--- config.mk ---
export PLATFORM = sky130hd
export DESIGN_NAME = capsule_mesh_index_generator
export DESIGN_NICKNAME = d
export VERILOG_FILES = /design/src/hw/rtl/cmig_pkg.sv /design/src/hw/rtl/cmig_cell_seq.sv /design/src/hw/rtl/cmig_index_calc.sv /design/src/hw/rtl/capsule_mesh_index_generator.sv
export SDC_FILE = /design/constraint.sdc
export NUM_CORES = 1
export LEC_CHECK = 0
export BUFFER_PORTS_ARGS = -buffer_cell sky130_fd_sc_hd__buf_2
export CAP_MARGIN = 20
export CORE_ASPECT_RATIO = 0.7
export CORE_UTILIZATION = 50
export DETAILED_ROUTE_END_ITERATION = 16
export PLACE_DENSITY = 0.71
export SLEW_MARGIN = 40
export SYNTH_ARGS = -nofsm -noshare
export SYNTH_HDL_FRONTEND = slang
export SYNTH_HIERARCHICAL = 1
export SYNTH_SLANG_ARGS = --single-unit
--- constraint.sdc ---
create_clock -name aclk -period 5.82 [get_ports aclk]
set_input_delay 1.455 -clock aclk [delete_from_list [all_inputs] [get_ports aclk]]
set_output_delay 1.455 -clock aclk [all_outputs]
set_load 0.005 [all_outputs]
--- src/hw/rtl/cmig_pkg.sv ---
// Package for the capsule mesh index generator.
// Holds the shared types, register indexes and mesh constants; no dependencies.
`timescale 1ns / 1ps
`default_nettype none

package cmig_pkg;

    // Mesh size limits
    localparam int MIN_SEGMENTS = 3;
    localparam int MAX_SEGMENTS = 64;

    // Field widths
    localparam int SEG_W   = 7;   // segment count register
    localparam int CNT_W   = 6;   // ring and slice counters
    localparam int SQ_W    = 13;  // segment count squared
    localparam int IDX_W   = 14;  // one vertex index
    localparam int VCNT_W  = 3;   // number of meaningful indices
    localparam int NUM_IDX = 6;

    // Configuration register indexes
    localparam logic REG_SEGMENT_COUNT = 1'b0;
    localparam logic REG_LIST_MODE     = 1'b1;

    // Index counts per cell
    localparam logic [VCNT_W-1:0] VCNT_FULL = 3'd6;
    localparam logic [VCNT_W-1:0] VCNT_RIM  = 3'd4;

    // Part of the mesh a cell belongs to
    typedef enum logic [1:0] {
        PART_TOP    = 2'd0,
        PART_BOTTOM = 2'd1,
        PART_CYL    = 2'd2
    } part_t;

    // Coordinates of one cell, registered after the counters
    typedef struct packed {
        part_t             part;
        logic [CNT_W-1:0]  ring;
        logic [CNT_W-1:0]  slice;
        logic [CNT_W-1:0]  slice_nxt;  // slice + 1, wrapped to zero
        logic [SEG_W-1:0]  seg;
        logic [SQ_W-1:0]   seg_sq;
        logic              line_mode;
        logic              last;
    } cell_t;

    // Indices of one cell
    typedef struct packed {
        logic [NUM_IDX-1:0][IDX_W-1:0] idx;  // idx[0] is index_a
        logic [VCNT_W-1:0]             valid_count;
        part_t                         part;
        logic                          last;
    } cell_idx_t;

endpackage

`default_nettype wire

--- src/hw/rtl/cmig_cell_seq.sv ---
// Cell sequencer: configuration registers, ring/slice/section counters and
// the cell register. Depends on cmig_pkg.
`timescale 1ns / 1ps
`default_nettype none

module cmig_cell_seq (
    input  wire logic                       aclk,
    input  wire logic                       aresetn,
    // configuration write port
    input  wire logic                       cfg_wen,
    input  wire logic                       cfg_addr,
    input  wire logic [cmig_pkg::SEG_W-1:0] cfg_wdata,
    // item request
    input  wire logic                       req_valid,
    output logic                            req_ready,
    input  wire logic                       restart,
    // registered cell towards the index stage
    output logic                            cell_valid,
    input  wire logic                       cell_ready,
    output cmig_pkg::cell_t                 cell_out
);

    logic [cmig_pkg::SEG_W-1:0] seg_reg, seg_next;
    logic [cmig_pkg::SQ_W-1:0]  seg_sq_reg, seg_sq_next;
    logic                       mode_reg, mode_next;

    cmig_pkg::part_t            part_reg, part_next;
    logic [cmig_pkg::CNT_W-1:0] ring_reg, ring_next;
    logic [cmig_pkg::CNT_W-1:0] slice_reg, slice_next;

    logic                       cell_vld_reg, cell_vld_next;
    cmig_pkg::cell_t            cell_reg, cell_next;

    cmig_pkg::part_t            cur_part;
    logic [cmig_pkg::CNT_W-1:0] cur_ring;
    logic [cmig_pkg::CNT_W-1:0] cur_slice;
    logic [cmig_pkg::SEG_W-1:0] slice_inc;
    logic                       slice_wrap;
    logic                       ring_wrap;
    logic                       seg_legal;
    logic                       accept;

    assign req_ready = !cell_vld_reg || cell_ready;
    assign accept    = req_valid && req_ready;

    assign seg_legal = (cfg_wdata >= cmig_pkg::SEG_W'(cmig_pkg::MIN_SEGMENTS)) &&
                       (cfg_wdata <= cmig_pkg::SEG_W'(cmig_pkg::MAX_SEGMENTS));

    // Current cell: a restart rewinds before the cell is used
    always_comb begin
        cur_part   = restart ? cmig_pkg::PART_TOP : part_reg;
        cur_ring   = restart ? '0 : ring_reg;
        cur_slice  = restart ? '0 : slice_reg;
        slice_inc  = {1'b0, cur_slice} + cmig_pkg::SEG_W'(1);
        slice_wrap = (slice_inc >= seg_reg);
        ring_wrap  = (({1'b0, cur_ring} + cmig_pkg::SEG_W'(2)) >= seg_reg);
    end

    // Counter advance, then configuration writes, which take priority over it
    always_comb begin
        seg_next    = seg_reg;
        seg_sq_next = seg_sq_reg;
        mode_next   = mode_reg;
        part_next   = part_reg;
        ring_next   = ring_reg;
        slice_next  = slice_reg;

        if (accept) begin
            if (cur_part == cmig_pkg::PART_CYL) begin
                if (slice_wrap) begin
                    part_next  = cmig_pkg::PART_TOP;
                    ring_next  = '0;
                    slice_next = '0;
                end else begin
                    part_next  = cur_part;
                    ring_next  = cur_ring;
                    slice_next = slice_inc[cmig_pkg::CNT_W-1:0];
                end
            end else begin
                part_next  = cur_part;
                ring_next  = cur_ring + cmig_pkg::CNT_W'(1);
                slice_next = cur_slice;
                if (ring_wrap) begin
                    ring_next = '0;
                    if (slice_wrap) begin
                        slice_next = '0;
                        part_next  = (cur_part == cmig_pkg::PART_TOP) ?
                                     cmig_pkg::PART_BOTTOM : cmig_pkg::PART_CYL;
                    end else begin
                        slice_next = slice_inc[cmig_pkg::CNT_W-1:0];
                    end
                end
            end
        end

        if (cfg_wen) begin
            unique case (cfg_addr)
                cmig_pkg::REG_SEGMENT_COUNT: begin
                    if (seg_legal) begin
                        seg_next    = cfg_wdata;
                        seg_sq_next = cmig_pkg::SQ_W'(
                            cmig_pkg::IDX_W'(cfg_wdata) * cmig_pkg::IDX_W'(cfg_wdata));
                        part_next   = cmig_pkg::PART_TOP;
                        ring_next   = '0;
                        slice_next  = '0;
                    end
                end
                cmig_pkg::REG_LIST_MODE: begin
                    mode_next = cfg_wdata[0];
                end
                default: begin
                    mode_next = mode_reg;
                end
            endcase
        end
    end

    // Cell register
    always_comb begin
        cell_vld_next = cell_vld_reg;
        cell_next     = cell_reg;
        if (cell_ready) begin
            cell_vld_next = 1'b0;
        end
        if (accept) begin
            cell_vld_next       = 1'b1;
            cell_next.part      = cur_part;
            cell_next.ring      = cur_ring;
            cell_next.slice     = cur_slice;
            cell_next.slice_nxt = slice_wrap ? '0 : slice_inc[cmig_pkg::CNT_W-1:0];
            cell_next.seg       = seg_reg;
            cell_next.seg_sq    = seg_sq_reg;
            cell_next.line_mode = mode_reg;
            cell_next.last      = (cur_part == cmig_pkg::PART_CYL) && slice_wrap;
        end
    end

    always_ff @(posedge aclk) begin
        if (!aresetn) begin
            seg_reg      <= cmig_pkg::SEG_W'(cmig_pkg::MIN_SEGMENTS);
            seg_sq_reg   <= cmig_pkg::SQ_W'(cmig_pkg::MIN_SEGMENTS * cmig_pkg::MIN_SEGMENTS);
            mode_reg     <= 1'b0;
            part_reg     <= cmig_pkg::PART_TOP;
            ring_reg     <= '0;
            slice_reg    <= '0;
            cell_vld_reg <= 1'b0;
        end else begin
            seg_reg      <= seg_next;
            seg_sq_reg   <= seg_sq_next;
            mode_reg     <= mode_next;
            part_reg     <= part_next;
            ring_reg     <= ring_next;
            slice_reg    <= slice_next;
            cell_vld_reg <= cell_vld_next;
        end
    end

    // Payload, no reset
    always_ff @(posedge aclk) begin
        cell_reg <= cell_next;
    end

    assign cell_valid = cell_vld_reg;
    assign cell_out   = cell_reg;

    // Counters stay inside the grid of the current segment count
    a_ring_range: assert property (@(posedge aclk) disable iff (!aresetn)
        ({1'b0, ring_reg} + cmig_pkg::SEG_W'(2)) <= seg_reg)
        else $error("ring counter beyond last row");

    a_slice_range: assert property (@(posedge aclk) disable iff (!aresetn)
        {1'b0, slice_reg} < seg_reg)
        else $error("slice counter beyond last column");

    // A legal segment count write rewinds the generator
    a_seg_rewind: assert property (@(posedge aclk) disable iff (!aresetn)
        (cfg_wen && (cfg_addr == cmig_pkg::REG_SEGMENT_COUNT) && seg_legal) |=>
        ((part_reg == cmig_pkg::PART_TOP) && (ring_reg == '0) && (slice_reg == '0)))
        else $error("segment count write did not rewind");

endmodule

`default_nettype wire

--- src/hw/rtl/cmig_index_calc.sv ---
// Index calculation for one registered cell: hemisphere and cylinder
// vertex indices in triangle or line order. Depends on cmig_pkg.
`timescale 1ns / 1ps
`default_nettype none

module cmig_index_calc (
    input  cmig_pkg::cell_t     cell_in,
    output cmig_pkg::cell_idx_t res
);

    localparam int W = cmig_pkg::IDX_W;

    logic [W-1:0] off;
    logic [W-1:0] p, q, p1, q1;
    logic [W-1:0] t, u, t1, u1;

    // Grid positions
    always_comb begin
        off = (cell_in.part == cmig_pkg::PART_BOTTOM) ? W'(cell_in.seg_sq) : '0;
        p   = off + W'(cell_in.slice) * W'(cell_in.seg) + W'(cell_in.ring);
        q   = off + W'(cell_in.slice_nxt) * W'(cell_in.seg) + W'(cell_in.ring);
        p1  = p + W'(1);
        q1  = q + W'(1);
        t   = W'({cell_in.seg_sq, 1'b0}) + W'({cell_in.slice, 1'b0});
        u   = W'({cell_in.seg_sq, 1'b0}) + W'({cell_in.slice_nxt, 1'b0});
        t1  = t + W'(1);
        u1  = u + W'(1);
    end

    // Winding per part and mode
    always_comb begin
        res.valid_count = cmig_pkg::VCNT_FULL;
        res.part        = cell_in.part;
        res.last        = cell_in.last;
        res.idx         = '0;
        unique case (cell_in.part)
            cmig_pkg::PART_TOP: begin
                if (cell_in.line_mode) begin
                    res.idx = {q1, p, q, p, p1, p};
                end else begin
                    res.idx = {q, q1, p, q1, p1, p};
                end
            end
            cmig_pkg::PART_BOTTOM: begin
                if (cell_in.line_mode) begin
                    res.idx = {p1, p, p, q, q1, p};
                end else begin
                    res.idx = {q1, q, p, p1, q1, p};
                end
            end
            cmig_pkg::PART_CYL: begin
                if (cell_in.line_mode) begin
                    res.idx         = {W'(0), W'(0), t, t1, u1, t};
                    res.valid_count = cmig_pkg::VCNT_RIM;
                end else begin
                    res.idx = {u1, u, t, t1, u1, t};
                end
            end
            default: begin
                res.idx = '0;
            end
        endcase
    end

endmodule

`default_nettype wire

--- src/hw/rtl/capsule_mesh_index_generator.sv ---
// Top level of the capsule mesh index generator: stream ports, cell
// sequencer, index calculation and output register. Depends on cmig_pkg,
// cmig_cell_seq and cmig_index_calc.
`timescale 1ns / 1ps
`default_nettype none

// The generator walks a capsule mesh one grid cell per input item: the top
// hemisphere, the bottom hemisphere with reversed winding, then the
// cylinder band, and starts over after the last cell (flagged on m_tlast).
// It takes one item per cycle while s_tready is high; each item passes the
// cell register (counter stage) and the output register (index stage), where
// a slice by segment count product and an add set the critical path. A
// legal segment count write (3 to 64) rewinds the walk; other values are
// dropped. Write the configuration only while no item is in flight.
module capsule_mesh_index_generator (
    input  wire logic                       aclk,
    input  wire logic                       aresetn,
    // configuration write port
    input  wire logic                       cfg_wen,
    input  wire logic                       cfg_addr,
    input  wire logic [cmig_pkg::SEG_W-1:0] cfg_wdata,
    // input items
    input  wire logic                       s_tvalid,
    output logic                            s_tready,
    input  wire logic [7:0]                 s_tdata,   // [0] restart, [7:1] zero
    // result items
    output logic                            m_tvalid,
    input  wire logic                       m_tready,
    // [13:0] index_a, [27:14] index_b, [41:28] index_c, [55:42] index_d,
    // [69:56] index_e, [83:70] index_f, [86:84] valid_count, [87] zero
    output logic [87:0]                     m_tdata,
    output logic [1:0]                      m_tuser,   // [1:0] part_of_mesh
    output logic                            m_tlast    // last_cell
);

    logic                cell_valid;
    logic                cell_ready;
    cmig_pkg::cell_t     seq_cell;
    cmig_pkg::cell_idx_t res;

    logic                out_vld_reg, out_vld_next;
    cmig_pkg::cell_idx_t out_reg;

    cmig_cell_seq u_seq (
        .aclk       (aclk),
        .aresetn    (aresetn),
        .cfg_wen    (cfg_wen),
        .cfg_addr   (cfg_addr),
        .cfg_wdata  (cfg_wdata),
        .req_valid  (s_tvalid),
        .req_ready  (s_tready),
        .restart    (s_tdata[0]),
        .cell_valid (cell_valid),
        .cell_ready (cell_ready),
        .cell_out   (seq_cell)
    );

    cmig_index_calc u_calc (
        .cell_in (seq_cell),
        .res     (res)
    );

    // Output register
    assign cell_ready = !out_vld_reg || m_tready;

    always_comb begin
        out_vld_next = out_vld_reg;
        if (m_tready) begin
            out_vld_next = 1'b0;
        end
        if (cell_valid && cell_ready) begin
            out_vld_next = 1'b1;
        end
    end

    always_ff @(posedge aclk) begin
        if (!aresetn) begin
            out_vld_reg <= 1'b0;
        end else begin
            out_vld_reg <= out_vld_next;
        end
    end

    always_ff @(posedge aclk) begin
        if (cell_valid && cell_ready) begin
            out_reg <= res;
        end
    end

    assign m_tvalid = out_vld_reg;
    assign m_tdata  = {1'b0, out_reg.valid_count, out_reg.idx};
    assign m_tuser  = out_reg.part;
    assign m_tlast  = out_reg.last;

    // The last cell of the mesh is always a cylinder cell
    a_last_in_cyl: assert property (@(posedge aclk) disable iff (!aresetn)
        (m_tvalid && m_tlast) |-> (m_tuser == cmig_pkg::PART_CYL))
        else $error("last cell outside the cylinder band");

    // Four indices only for cylinder cells, with the unused slots zero
    a_rim_count: assert property (@(posedge aclk) disable iff (!aresetn)
        (m_tvalid && (out_reg.valid_count == cmig_pkg::VCNT_RIM)) |->
        ((m_tuser == cmig_pkg::PART_CYL) && (m_tdata[83:56] == '0)))
        else $error("short cell outside the cylinder band");

    // A waiting result item stays put until it is taken
    a_out_hold: assert property (@(posedge aclk) disable iff (!aresetn)
        (m_tvalid && !m_tready) |=>
        (m_tvalid && $stable(m_tdata) && $stable(m_tuser) && $stable(m_tlast)))
        else $error("result item changed while waiting");

endmodule

`default_nettype wire
==> flow_summary.ini <==
[yosys]
synthArstFlopShare = 0
yosysWarnings = 6
syn-num-nets = 1791
synth.avg_cell_area_um2 = 9.28
synthFlopType = edfxtp_1
syn-cell-area_um2 = 14500
ys_types = 94
ys_seq_area_frac = 0.317
ys_seq_elements = 165
synth_edf_count = 130
postSynthCellCount = 1566

[route]
firstDrtPassIters = 5
wl_per_cell_um = 18.4
via_count = 12000
antenna_left = 0
wirelength_um = 38300
drc = 0
viasPerCell = 5.75
drt_iter0_drc = 1144

[min_path]
whs_endpoint = u_seq/cell_out[11]$_DFFE_PP_
worstHoldStart = u_seq/seg_sq_reg[9]$_SDFFE_PN0P_
whs_path_depth = 0
hp-class = flip-flop to flip-flop

[setup_path]
required_ns = 6.01
crit_fanout = 8
cp.arrival_ns = 5.84
cp-start-kind = flip-flop
rr_worst_depth = 17
r2r_slack_ns = 0.17
worstSetupPathType = flip-flop to flip-flop
timing.rr.start = u_seq/cell_out[26]$_DFFE_PP_
r2r_end = m_tdata[41]$_DFFE_PP_
worst_setup_path_end_kind = flip-flop

[clocking]
cts_tree = built
clock_latency_ns = 0.46
clk_path_buf_depth = 2
cts_inserted_buffers = 17
hold_buffers = 0
h-tree-depth = 4
clk_pin_slew_ns = 0.06
root_buffer = clkbuf_16
numClockSinks = 165

[sta]
clock.fmax_ghz = 0.177
skew_ns = 0.0139
hold_violations = 0
slew_viol_final = 0
tightest_slew_ns = 0.767
period_needed_ns = 5.65
setup_violations = 0
period_share = 0.970
max_slew_margin = 0.488

[die]
start_util = 0.515
die_x_um = 206
core_um2 = 28200
die_y_um = 145
boundaryPins = 114
fp.dieArea_um2 = 29800
rows = 51

[final_layout]
syn_to_final_growth_pct = 13.7
final_cells = 2089
fillCellCount = 2429
largest_reg_flops = 87
drive_gt1_frac = 0.160
insertedDiodeCount = 0
layout_commonest_cell = inv_1
seq_area_um2 = 4600
fin_nets = 1930
multi_input_area_um2 = 8990
final_cell_mix = inv_1, nand2_1, edfxtp_1, ha_1, buf_2

[pwr]
leakage_nw = 7.33
power_density_nw_per_um2 = 315
vdd_drop_max_uv = 263
p_total_mw = 5.20

[global_routing]
grt_pass1_vias = 11400
grt_max_degree = 92
overflow = 0
grtUsageTotal = 0.267
grt_pass1_wl_um = 60700
antenna_found_initial = 0

[place]
gp_congestion = 0.930
place_hpwl_um = 29600
place_inst = 2054
io_buffer_count = 105

[run_status]
status = finished, final reports clean

[flow_run]
cap_violations = 0
-- power breakdown --
part           internal, mW  switching, mW
logic                  1.07           1.54
clock network         0.612          0.482
registers              1.45         0.0491
-- metal layers --
metal | wire (um) | vias up | global-route usage | share of wire
li1 | - | 5679 | - | -
met1 | 18100 | 5772 | 0.396 | 0.47
met2 | 15900 | 511 | 0.381 | 0.42
met3 | 3830 | 50 | 0.0681 | 0.10
met4 | 524 | 0 | 0.0747 | 0.014
met5 | 0 | - | 0 | 0
-- worst max path at each step --
stage	start	to	slack, ns	depth (start not counted)
after floorplan	u_seq/cell_out[40]$_DFFE_PP_	m_tdata[83]$_DFFE_PP_	0.08	20
after global placement	u_seq/cell_out[32]$_DFFE_PP_	m_tdata[83]$_DFFE_PP_	0.007	16
after global routing	u_seq/cell_out[19]$_DFFE_PP_	m_tdata[41]$_DFFE_PP_	-0.01	19
after CTS	u_seq/cell_out[32]$_DFFE_PP_	m_tdata[83]$_DFFE_PP_	0.04	17
after detailed placement	u_seq/cell_out[32]$_DFFE_PP_	m_tdata[83]$_DFFE_PP_	0.005	16
final	u_seq/cell_out[26]$_DFFE_PP_	m_tdata[41]$_DFFE_PP_	0.17	17
-- synth_stat cells, types with 11 or more instances --
cell type,number,area share
a21o_1,19,0.0098
a21oi_1,73,0.025
a22oi_1,11,0.0057
a31oi_1,12,0.0052
and2_1,69,0.030
and3_1,17,0.0073
clkbuf_1,46,0.012
dfxtp_1,35,0.048
edfxtp_1,130,0.27
fa_1,88,0.12
ha_1,116,0.10
inv_1,178,0.046
mux2i_1,12,0.0083
nand2_1,177,0.046
nand3_1,38,0.013
nor2_1,95,0.025
nor2b_1,24,0.010
nor3_1,20,0.0069
o211ai_1,25,0.013
o21ai_0,69,0.024
o22ai_1,13,0.0056
xnor2_1,53,0.032
xor2_1,31,0.019
-- cell type report --
| class | count | share of cell area |
|---|---|---|
| repair buffers | 195 | 0.0739 |
| inverters | 180 | 0.0409 |
| multi-input cells | 1146 | 0.544 |
| well taps | 371 | 0.0281 |
| clock buffers | 23 | 0.0303 |
| clock inverters | 9 | 0.00401 |
| flip-flops and latches | 165 | 0.279 |
-- per-stage QoR --
step                      area, um^2  setup TNS [ns]   util  hold slack, ns  setup slack, ns
after floorplan                14500               0      -           0.408           0.0763
after global placement         15800               0  0.561           0.418          0.00698
after detailed placement       15800               0  0.561           0.414          0.00547
after CTS                      16400               0  0.582           0.434           0.0411
after global routing           16500         -0.0211  0.586           0.449          -0.0123
final                          16500               0  0.586           0.436            0.173
-- critical path, cell delays in order, from the launching register on --
cell and delay, ns:
edfxtp_1 0.62, nand2_1 0.14, fa_1 0.54, inv_1 0.06, fa_1 0.47, inv_1 0.05, fa_1 0.47, fa_1 0.50
inv_1 0.05, ha_1 0.35, a211o_1 0.29, a211o_1 0.29, a221oi_4 0.32, or4b_4 0.51, o311ai_4 0.15, and4b_1 0.28
o31ai_2 0.17, o211ai_1 0.12
-- cells by family after synthesis --
logic type	synth area share
muxes	0.00826
buffers and inverters	0.0708
AOI/OAI and AO/OA	0.154
other	0.00103
xor gates and xnor gates	0.0517
adders and majority gates	0.225
DFF	0.317
and+or+nand+nor	0.173
-- what timing repair did --
action	in CTS	in global routing
gates resized for setup	2	13
endpoints found under the setup margin	1	7
pin swaps	0	7
setup buffers	0	2
Power figures use the tool's default switching activity.
